**src/sv/infix_to_postfix_converter_defines.svh**
```systemverilog
// ----------------------------------------------------------------------------
// infix_to_postfix_converter_defines.svh
// assertion macros shared by the converter rtl
// ----------------------------------------------------------------------------
`ifndef INFIX_TO_POSTFIX_CONVERTER_DEFINES_SVH
`define INFIX_TO_POSTFIX_CONVERTER_DEFINES_SVH

// same-cycle implication, checked outside reset
`define ITP_ASSERT_NOW(lbl, ante, cons, msg) \
  lbl: assert property (@(posedge clk_i) disable iff (!rst_ni) (ante) |-> (cons)) \
    else $error(msg);

// next-cycle implication, checked outside reset
`define ITP_ASSERT_NXT(lbl, ante, cons, msg) \
  lbl: assert property (@(posedge clk_i) disable iff (!rst_ni) (ante) |=> (cons)) \
    else $error(msg);

`endif

```
**src/sv/itp_pkg.sv**
```systemverilog
// ----------------------------------------------------------------------------
// itp_pkg
// types, codes and character tables of the infix to postfix converter
// ----------------------------------------------------------------------------
package itp_pkg;

  typedef enum logic [2:0] {
    OPC_OPEN = 3'd0,
    OPC_ADD  = 3'd1,
    OPC_SUB  = 3'd2,
    OPC_MUL  = 3'd3,
    OPC_DIV  = 3'd4,
    OPC_POW  = 3'd5
  } opcode_e;

  typedef enum logic [2:0] {
    ERR_NONE     = 3'd0,
    ERR_OVERFLOW = 3'd1,
    ERR_CLOSE    = 3'd2,
    ERR_CHAR     = 3'd3,
    ERR_OPEN     = 3'd4
  } err_e;

  typedef enum logic [2:0] {
    CL_ALNUM,
    CL_OPEN,
    CL_CLOSE,
    CL_OPER,
    CL_BAD
  } sym_class_e;

  typedef enum logic [1:0] {
    ST_IDLE,
    ST_EVAL,
    ST_FLUSH
  } state_e;

  localparam logic [7:0] CH_OPEN  = 8'h28;
  localparam logic [7:0] CH_CLOSE = 8'h29;
  localparam logic [7:0] CH_ADD   = 8'h2B;
  localparam logic [7:0] CH_SUB   = 8'h2D;
  localparam logic [7:0] CH_MUL   = 8'h2A;
  localparam logic [7:0] CH_DIV   = 8'h2F;
  localparam logic [7:0] CH_POW   = 8'h5E;

  typedef struct packed {
    logic [7:0] sym;
    logic       has;
    logic       last;
    logic [2:0] err;
  } res_t;

  function automatic logic [7:0] op_char(input logic [2:0] code);
    logic [7:0] c;
    unique case (code)
      OPC_OPEN: c = CH_OPEN;
      OPC_ADD:  c = CH_ADD;
      OPC_SUB:  c = CH_SUB;
      OPC_MUL:  c = CH_MUL;
      OPC_DIV:  c = CH_DIV;
      OPC_POW:  c = CH_POW;
      default:  c = 8'h00;
    endcase
    return c;
  endfunction

  function automatic logic [1:0] op_prec(input logic [2:0] code);
    logic [1:0] p;
    unique case (code)
      OPC_ADD, OPC_SUB: p = 2'd1;
      OPC_MUL, OPC_DIV: p = 2'd2;
      OPC_POW:          p = 2'd3;
      default:          p = 2'd0;
    endcase
    return p;
  endfunction

  function automatic logic [2:0] op_code(input logic [7:0] c);
    logic [2:0] code;
    unique case (c)
      CH_ADD:  code = OPC_ADD;
      CH_SUB:  code = OPC_SUB;
      CH_MUL:  code = OPC_MUL;
      CH_DIV:  code = OPC_DIV;
      CH_POW:  code = OPC_POW;
      default: code = OPC_OPEN;
    endcase
    return code;
  endfunction

  function automatic sym_class_e classify(input logic [7:0] c);
    sym_class_e cl;
    priority if ((c >= 8'h30 && c <= 8'h39) || (c >= 8'h41 && c <= 8'h5A) ||
                 (c >= 8'h61 && c <= 8'h7A)) cl = CL_ALNUM;
    else if (c == CH_OPEN)                    cl = CL_OPEN;
    else if (c == CH_CLOSE)                   cl = CL_CLOSE;
    else if (op_code(c) != OPC_OPEN)          cl = CL_OPER;
    else                                      cl = CL_BAD;
    return cl;
  endfunction

endpackage

```
**src/sv/itp_req_if.sv**
```systemverilog
// ----------------------------------------------------------------------------
// itp_req_if
// request channel carrying one infix character or an end marker
// ----------------------------------------------------------------------------
interface itp_req_if;
  logic       valid;
  logic       ready;
  logic [7:0] symbol;
  logic       end_of_expression;

  modport source (output valid, symbol, end_of_expression, input ready);
  modport sink   (input valid, symbol, end_of_expression, output ready);
endinterface

```
**src/sv/itp_res_if.sv**
```systemverilog
// ----------------------------------------------------------------------------
// itp_res_if
// result channel carrying one postfix character or a report
// ----------------------------------------------------------------------------
interface itp_res_if;
  logic       valid;
  logic       ready;
  logic [7:0] out_symbol;
  logic       has_symbol;
  logic       last_of_run;
  logic [2:0] error_code;

  modport source (output valid, out_symbol, has_symbol, last_of_run, error_code,
                  input ready);
  modport sink   (input valid, out_symbol, has_symbol, last_of_run, error_code,
                  output ready);
endinterface

```
**src/sv/infix_to_postfix_converter.sv**
```systemverilog
// a request is taken in ST_IDLE and evaluated from the next cycle on in ST_EVAL;
// each stack step (pop, push or report) is one ST_EVAL step against the stack
// memory, a closing result that follows popped operators goes out from
// ST_FLUSH, and a result stall holds any step that must move a result.
// reset clears the fill count and control state; the stack memory is not
// cleared, only entries below the fill count are ever used.
// ----------------------------------------------------------------------------
// infix_to_postfix_converter
// shunting-yard infix to postfix conversion with the operator stack in memory
// ----------------------------------------------------------------------------
`include "infix_to_postfix_converter_defines.svh"

module infix_to_postfix_converter #(
  parameter int STACK_DEPTH = 32
) (
  input  logic       clk_i,
  input  logic       rst_ni,
  itp_req_if.sink    req_i,
  itp_res_if.source  res_o
);
  import itp_pkg::*;

  localparam int AW = (STACK_DEPTH > 1) ? $clog2(STACK_DEPTH) : 1;
  localparam int CW = $clog2(STACK_DEPTH + 1);

  logic [2:0]    mem [STACK_DEPTH];
  logic [2:0]    rdata_q;
  logic [AW-1:0] rd_addr;
  logic          wr_en;
  logic [2:0]    wr_data;

  state_e        state_q, state_d;
  logic [CW-1:0] count_q, count_d;
  logic [7:0]    sym_q;
  logic          eoe_q;
  logic          open_left_q, open_left_d;
  res_t          pend_q, pend_d;
  logic          pend_valid_q, pend_valid_d;
  res_t          out_q, out_d;
  logic          out_valid_q, out_valid_d;

  // decision of one evaluation step
  logic          emit_v;
  res_t          emit_r;
  logic          final_v;
  logic          pop_v;
  logic          push_v;
  logic [2:0]    push_code;
  logic          set_open;
  logic          has_top;
  logic          open_top;
  logic          full;
  logic          out_free;
  logic          fire;
  logic          accept;
  sym_class_e    cl;

  assign has_top  = (count_q != '0);
  assign open_top = (rdata_q == OPC_OPEN);
  assign full     = (count_q == CW'(STACK_DEPTH));
  assign out_free = !out_valid_q || res_o.ready;
  assign accept   = req_i.valid && req_i.ready;
  assign cl       = classify(sym_q);

  always_comb begin
    emit_v    = 1'b0;
    emit_r    = '{sym: 8'h00, has: 1'b0, last: 1'b0, err: ERR_NONE};
    final_v   = 1'b0;
    pop_v     = 1'b0;
    push_v    = 1'b0;
    push_code = OPC_OPEN;
    set_open  = 1'b0;
    if (eoe_q) begin
      if (!has_top) begin
        emit_v     = 1'b1;
        emit_r.err = open_left_q ? ERR_OPEN : ERR_NONE;
        final_v    = 1'b1;
      end else if (open_top) begin
        pop_v    = 1'b1;
        set_open = 1'b1;
      end else begin
        emit_v     = 1'b1;
        emit_r.sym = op_char(rdata_q);
        emit_r.has = 1'b1;
        pop_v      = 1'b1;
      end
    end else begin
      unique case (cl)
        CL_ALNUM: begin
          emit_v     = 1'b1;
          emit_r.sym = sym_q;
          emit_r.has = 1'b1;
          final_v    = 1'b1;
        end
        CL_OPEN: begin
          final_v = 1'b1;
          if (full) begin
            emit_v     = 1'b1;
            emit_r.err = ERR_OVERFLOW;
          end else begin
            push_v = 1'b1;
          end
        end
        CL_CLOSE: begin
          priority if (has_top && !open_top) begin
            emit_v     = 1'b1;
            emit_r.sym = op_char(rdata_q);
            emit_r.has = 1'b1;
            pop_v      = 1'b1;
          end else if (has_top) begin
            pop_v   = 1'b1;
            final_v = 1'b1;
          end else begin
            emit_v     = 1'b1;
            emit_r.err = ERR_CLOSE;
            final_v    = 1'b1;
          end
        end
        CL_OPER: begin
          priority if (has_top && !open_top && op_prec(rdata_q) >= op_prec(op_code(sym_q)))
          begin
            emit_v     = 1'b1;
            emit_r.sym = op_char(rdata_q);
            emit_r.has = 1'b1;
            pop_v      = 1'b1;
          end else if (full) begin
            emit_v     = 1'b1;
            emit_r.err = ERR_OVERFLOW;
            final_v    = 1'b1;
          end else begin
            push_v    = 1'b1;
            push_code = op_code(sym_q);
            final_v   = 1'b1;
          end
        end
        default: begin
          emit_v     = 1'b1;
          emit_r.err = ERR_CHAR;
          final_v    = 1'b1;
        end
      endcase
    end
  end

  // a step that must move a result into the output register waits for it
  assign fire = (state_q == ST_EVAL) &&
                !((emit_v || (final_v && pend_valid_q)) && !out_free);

  // next state
  always_comb begin
    state_d = state_q;
    unique case (state_q)
      ST_IDLE:  if (req_i.valid) state_d = ST_EVAL;
      ST_EVAL: begin
        if (fire && final_v) state_d = (emit_v && pend_valid_q) ? ST_FLUSH : ST_IDLE;
      end
      ST_FLUSH: if (out_free) state_d = ST_IDLE;
      default:  state_d = ST_IDLE;
    endcase
  end

  // outputs and datapath
  always_comb begin
    count_d      = count_q;
    open_left_d  = open_left_q;
    pend_d       = pend_q;
    pend_valid_d = pend_valid_q;
    out_d        = out_q;
    out_valid_d  = out_valid_q && !res_o.ready;
    wr_en        = 1'b0;
    wr_data      = push_code;
    req_i.ready  = (state_q == ST_IDLE);

    if (accept) open_left_d = 1'b0;

    if (fire) begin
      if (pop_v)    count_d     = count_q - CW'(1);
      if (push_v) begin
        count_d = count_q + CW'(1);
        wr_en   = 1'b1;
      end
      if (set_open) open_left_d = 1'b1;
      // the newest result is held back until it is known whether it is last
      if (emit_v) begin
        if (pend_valid_q) begin
          out_d        = pend_q;
          out_d.last   = 1'b0;
          out_valid_d  = 1'b1;
          pend_d       = emit_r;
          pend_valid_d = 1'b1;
        end else if (final_v) begin
          out_d       = emit_r;
          out_d.last  = 1'b1;
          out_valid_d = 1'b1;
        end else begin
          pend_d       = emit_r;
          pend_valid_d = 1'b1;
        end
      end else if (final_v && pend_valid_q) begin
        out_d        = pend_q;
        out_d.last   = 1'b1;
        out_valid_d  = 1'b1;
        pend_valid_d = 1'b0;
      end
    end

    if (state_q == ST_FLUSH && out_free) begin
      out_d        = pend_q;
      out_d.last   = 1'b1;
      out_valid_d  = 1'b1;
      pend_valid_d = 1'b0;
    end

    rd_addr = (count_d != '0) ? AW'(count_d - CW'(1)) : '0;
  end

  assign res_o.valid       = out_valid_q;
  assign res_o.out_symbol  = out_q.sym;
  assign res_o.has_symbol  = out_q.has;
  assign res_o.last_of_run = out_q.last;
  assign res_o.error_code  = out_q.err;

  // stack memory, registered read of the entry below the next fill count
  always_ff @(posedge clk_i) begin
    if (wr_en) mem[AW'(count_q)] <= wr_data;
    rdata_q <= mem[rd_addr];
  end

  always_ff @(posedge clk_i or negedge rst_ni) begin
    if (!rst_ni) begin
      state_q      <= ST_IDLE;
      count_q      <= '0;
      open_left_q  <= 1'b0;
      pend_valid_q <= 1'b0;
      out_valid_q  <= 1'b0;
    end else begin
      state_q      <= state_d;
      count_q      <= count_d;
      open_left_q  <= open_left_d;
      pend_valid_q <= pend_valid_d;
      out_valid_q  <= out_valid_d;
    end
  end

  always_ff @(posedge clk_i) begin
    if (accept) begin
      sym_q <= req_i.symbol;
      eoe_q <= req_i.end_of_expression;
    end
    pend_q <= pend_d;
    out_q  <= out_d;
  end

  `ITP_ASSERT_NOW(a_count_range, 1'b1, count_q <= CW'(STACK_DEPTH), "fill count beyond depth")
  `ITP_ASSERT_NOW(a_idle_clean, req_i.ready, !pend_valid_q, "held result while taking a request")
  `ITP_ASSERT_NOW(a_err_no_sym, out_valid_q && out_q.has, out_q.err == ERR_NONE, "error on char")
  `ITP_ASSERT_NXT(a_push_count, fire && push_v, count_q == $past(count_q) + CW'(1), "push lost")

endmodule

```
**src/flat_wrapper.sv**
```systemverilog
// flat-port wrapper written by rule: the top's interface ports become plain ports
module infix_to_postfix_converter_flat import itp_pkg::*;
#(
  parameter int STACK_DEPTH = 32
)
  (clk_i, rst_ni, req_i_valid, req_i_symbol, req_i_end_of_expression, req_i_ready, res_o_valid, res_o_out_symbol, res_o_has_symbol, res_o_last_of_run, res_o_error_code, res_o_ready);
  itp_req_if req_i_i ();
  itp_res_if res_o_i ();
  input  logic clk_i;
  input  logic rst_ni;
  input wire logic [$bits(req_i_i.valid)-1:0] req_i_valid;
  input wire logic [$bits(req_i_i.symbol)-1:0] req_i_symbol;
  input wire logic [$bits(req_i_i.end_of_expression)-1:0] req_i_end_of_expression;
  output wire logic [$bits(req_i_i.ready)-1:0] req_i_ready;
  output wire logic [$bits(res_o_i.valid)-1:0] res_o_valid;
  output wire logic [$bits(res_o_i.out_symbol)-1:0] res_o_out_symbol;
  output wire logic [$bits(res_o_i.has_symbol)-1:0] res_o_has_symbol;
  output wire logic [$bits(res_o_i.last_of_run)-1:0] res_o_last_of_run;
  output wire logic [$bits(res_o_i.error_code)-1:0] res_o_error_code;
  input wire logic [$bits(res_o_i.ready)-1:0] res_o_ready;
  assign req_i_i.valid = req_i_valid;
  assign req_i_i.symbol = req_i_symbol;
  assign req_i_i.end_of_expression = req_i_end_of_expression;
  assign req_i_ready = req_i_i.ready;
  assign res_o_valid = res_o_i.valid;
  assign res_o_out_symbol = res_o_i.out_symbol;
  assign res_o_has_symbol = res_o_i.has_symbol;
  assign res_o_last_of_run = res_o_i.last_of_run;
  assign res_o_error_code = res_o_i.error_code;
  assign res_o_i.ready = res_o_ready;
  infix_to_postfix_converter #(.STACK_DEPTH(STACK_DEPTH)) u_core (.clk_i(clk_i), .rst_ni(rst_ni), .req_i(req_i_i), .res_o(res_o_i));
endmodule
```
**config.mk**
```make
export PLATFORM = sky130hd
export DESIGN_NAME = infix_to_postfix_converter_flat
export DESIGN_NICKNAME = d
export VERILOG_FILES = /design/src/sv/itp_pkg.sv /design/src/sv/itp_req_if.sv /design/src/sv/itp_res_if.sv /design/src/sv/infix_to_postfix_converter.sv /design/src/flat_wrapper.sv
export VERILOG_INCLUDE_DIRS = /design/src /design/src/sv
export SDC_FILE = /design/constraint.sdc
export NUM_CORES = 1
export LEC_CHECK = 0
export BUFFER_PORTS_ARGS = -buffer_cell sky130_fd_sc_hd__buf_2
export CAP_MARGIN = 15
export CORE_MARGIN = 1.5
export CORE_UTILIZATION = 40
export CTS_CLUSTER_DIAMETER = 120
export CTS_CLUSTER_SIZE = 10
export DETAILED_ROUTE_END_ITERATION = 16
export PLACE_DENSITY = 0.57
export SLEW_MARGIN = 10
export SYNTH_ARGS = -nofsm -noshare
export SYNTH_HDL_FRONTEND = slang
export SYNTH_SLANG_ARGS = --single-unit
```
**constraint.sdc**
```tcl
create_clock -name clk_i -period 12.35 [get_ports clk_i]
set_input_delay 0.6175 -clock clk_i [delete_from_list [all_inputs] [get_ports clk_i]]
set_output_delay 0.6175 -clock clk_i [all_outputs]
set_load 0.05 [all_outputs]
```
==> results.cfg <==
[clock_network]
clock_path_buffers = 2
clock_latency_ps = 420
numCtsBuffers = 17
clk_pin_slew_ps = 60
cts_tree = yes
cts_setup_buffers = 0
htreeDepth = 4
cts_hold_buf = 0
clock-root-buffer = clkbuf_16
cts.repair.resized = 0
clock_sinks = 144

[yosys]
synth-seq-area-share = 0.598
yosys.area.top_type = edfxtp_1
synth_nets = 611
synthFlopType = edfxtp_1
ys_ff_latch = 144
synthArstFlopShare = 0.0764
yosysWarnings = 0
synth_cell_types = 89
syn_inst = 590
synth_area_um2 = 7070
synth_top_area_frac = 0.548
synth_area_leaders = edfxtp_1 (55%), nor2_1 (4.1%), dfrtp_1 (3.9%)
synth_edf_count = 129
synth_area_per_cell_um2 = 12.0

[layout]
fin_area_um2 = 7970
syn_to_final_growth_pct = 12.6
fin_nets = 632
drive_above_1_share = 0.146
nFillCells = 1576
n_antenna_cell = 0

[critical_path]
worst-path-buf-inv = 1
critical_path_class = flop to flop
worst_setup_path_end_kind = flop
r2r-start = u_core.sym_q[4]
required_ps = 12660
crit_chain = nor3b_1, nand2b_1, nor2_1, a21oi_1, a21oi_1, ha_1, nand2b_1, a21oi_1, nor2_1, a211oi_4, o221ai_4, nor4_1, o21ai_1, and2_1, ha_1, xnor2_1, xor2_1, a31o_1, inv_1, o221ai_1, o221ai_1, a211o_1
path_delay_family = compound AO/OA/AOI/OAI gates
arrival_ps = 6840
critical-path-slowest-cell = a31o_1
cp-startpoint = u_core.sym_q[4]
crit_top_cell = a21oi_1
cp-start-kind = flop
cp_max_fo = 28
max_stage_delay_ps = 820

[outcome]
status = completed

[die]
die_height_um = 136
io_pins = 28
initial_core_util = 0.409
num_rows = 48
die-width_um = 136
core_area_um2 = 17300
die-area_um2 = 18500

[place]
dpl-instance-area_um2 = 7380
pre_cts_ws_ps = 5940
place_congestion = 0.902
numPortBuffers = 27
hpwl_mm = 11.7

[route]
route.detailed.wl_per_inst_um = 20.4
wl_mm = 17.3
drc_errors = 0
drt_iter0_markers = 347
via_per_inst = 5.86
antenna_left = 0
vias = 4972
drt-pass1-iter-count = 5

[global_route]
track_usage = 0.196
grt_pass1_wl_mm = 27.1
antenna_found_initial = 0
grt_overflow = 0
grt_max_degree = 39
grt_pass1_vias = 4845

[power]
p_sw_frac = 0.440
seqPwrFrac = 0.302
powerDensity_nw_per_um2 = 284
switching_power_uw = 995
share_clk_of_total_power = 0.219
vdd_drop_max_mv = 0.133
intPower_mw = 1.27
leakage_nw = 3.00
combPwrFrac = 0.479

[timing]
slew_violations = 0
setup_ws_ps = 5820
rsz0062_at_grt = no
finalCriticalPeriod_ps = 6530
hold_viol = 0
slew_headroom = 0.298
skew_ps = 7.89
hold_ws_ps = 64.2
setup_violations = 0
finalCritPeriodShare = 0.529
fmax_ghz = 0.153
worst_pin_slew_ps = 1050
tns_ps = 0

[job]
drv_cap = 0

[worst_hold_path]
worstHoldPathType = input pin to async pin
==> per-layer routing <==
metal / GRT usage / share of wire / vias to the layer above
met4: 0.0680 / 0.018 / 0
met5: 0 / 0 / -
met3: 0.0466 / 0.049 / 25
li1: - / - / 2293
met2: 0.316 / 0.49 / 154
met1: 0.260 / 0.45 / 2500
==> layout by cell type (no fill, tap or decap), types with 16 or more instances in the layout <==
master / count
o21ai_0: 17
a21oi_1: 21
nor3_1: 17
nor2_1: 77
clkbuf_16: 18
mux2i_1: 16
edfxtp_1: 129
nand3_1: 18
inv_1: 17
nand2_1: 41
buf_2: 27
==> logic make-up (layout without fill, tap and decap cells) <==
kind of cell,count (synthesis),after routing,synth area share
buf+inv,47,81,0.0310
flops,144,144,0.598
compound gates,138,138,0.150
simple gates,224,224,0.164
xor+xnor,8,8,0.0131
fa+ha+maj,8,8,0.0141
other cells,1,1,0.000530
mux,20,20,0.0299
==> power by group through the flow <==
stage,Combinational (mW),Clock [mW],Sequential (mW)
6_report,1.08,0.495,0.683
5_1_grt,1.17,0.522,0.692
4_1_cts,1.08,0.503,0.681
3_5_place_dp,1.08,0,0.690
3_3_place_gp,1.07,0,0.689
2_1_floorplan,0.789,0,0.731
==> registers in the layout, summed over array words and instances (netlist names) <==
signal and count:
u_core.pend_valid_q 1, u_core.res_o.error_code 3, u_core.count_q 6, u_core.eoe_q 1, u_core.res_o.valid 1, u_core.res_o.has_symbol 1, u_core.res_o.last_of_run 1, u_core.pend_q 12
u_core.open_left_q 1, u_core.sym_q 8, u_core.rdata_q 3, u_core.state_q 2, u_core.mem 96, u_core.res_o.out_symbol 8
==> worst paths after layout <==
check | to | cells past startpoint | slack, ps
hold / removal | u_core.count_q[0] | 1 | 60
hold reg to reg | u_core.res_o.last_of_run | 1 | 470
max in group asynchronous | u_core.count_q[5] | 1 | 12070
min in group clk_i | u_core.eoe_q | 1 | 370
setup / recovery | u_core.rdata_q[1] | 22 | 5820
setup reg to reg | u_core.rdata_q[1] | 22 | 5820
==> cells in the mapped netlist (11+ instances only) <==
master and count:
edfxtp_1 129, nor2_1 77, nand2_1 41, a21oi_1 22, nor3_1 20, nand3_1 18
inv_1 17, o21ai_0 17, mux2i_1 16, clkbuf_1 14, a22o_1 11, dfrtp_1 11
==> worst reg2reg max path, cell delays in order (launching register included) <==
cell and delay [ps]:
edfxtp_1 510, nor3b_1 300, nand2b_1 150, nor2_1 170, a21oi_1 90, a21oi_1 180
ha_1 250, nand2b_1 140, a21oi_1 280, nor2_1 120, a211oi_4 360, o221ai_4 240
nor4_1 710, o21ai_1 190, and2_1 230, ha_1 230, xnor2_1 270, xor2_1 180
a31o_1 820, inv_1 360, o221ai_1 170, o221ai_1 150, a211o_1 330
==> metrics by stage <==
stage / utilization / power [mW] / std cells
final: 0.461 / 2.26 / 849
after global routing: 0.461 / 2.39 / 849
after CTS: 0.460 / 2.26 / 849
after detailed placement: 0.427 / 1.77 / 817
after global placement: 0.427 / 1.75 / 817
after floorplan: - / 1.52 / 590
==> final cells by class <==
cell class,count,area [um^2],share of cell area
clock buffer,22,475,0.0597
tap,225,282,0.0353
clock inverter,10,103,0.0129
timing repair buffer,31,165,0.0207
sequential,144,4230,0.531
inverter,18,67.6,0.00848
multi-input combinational,399,2650,0.332
Note: power is estimated with default switching activity, not from simulation.
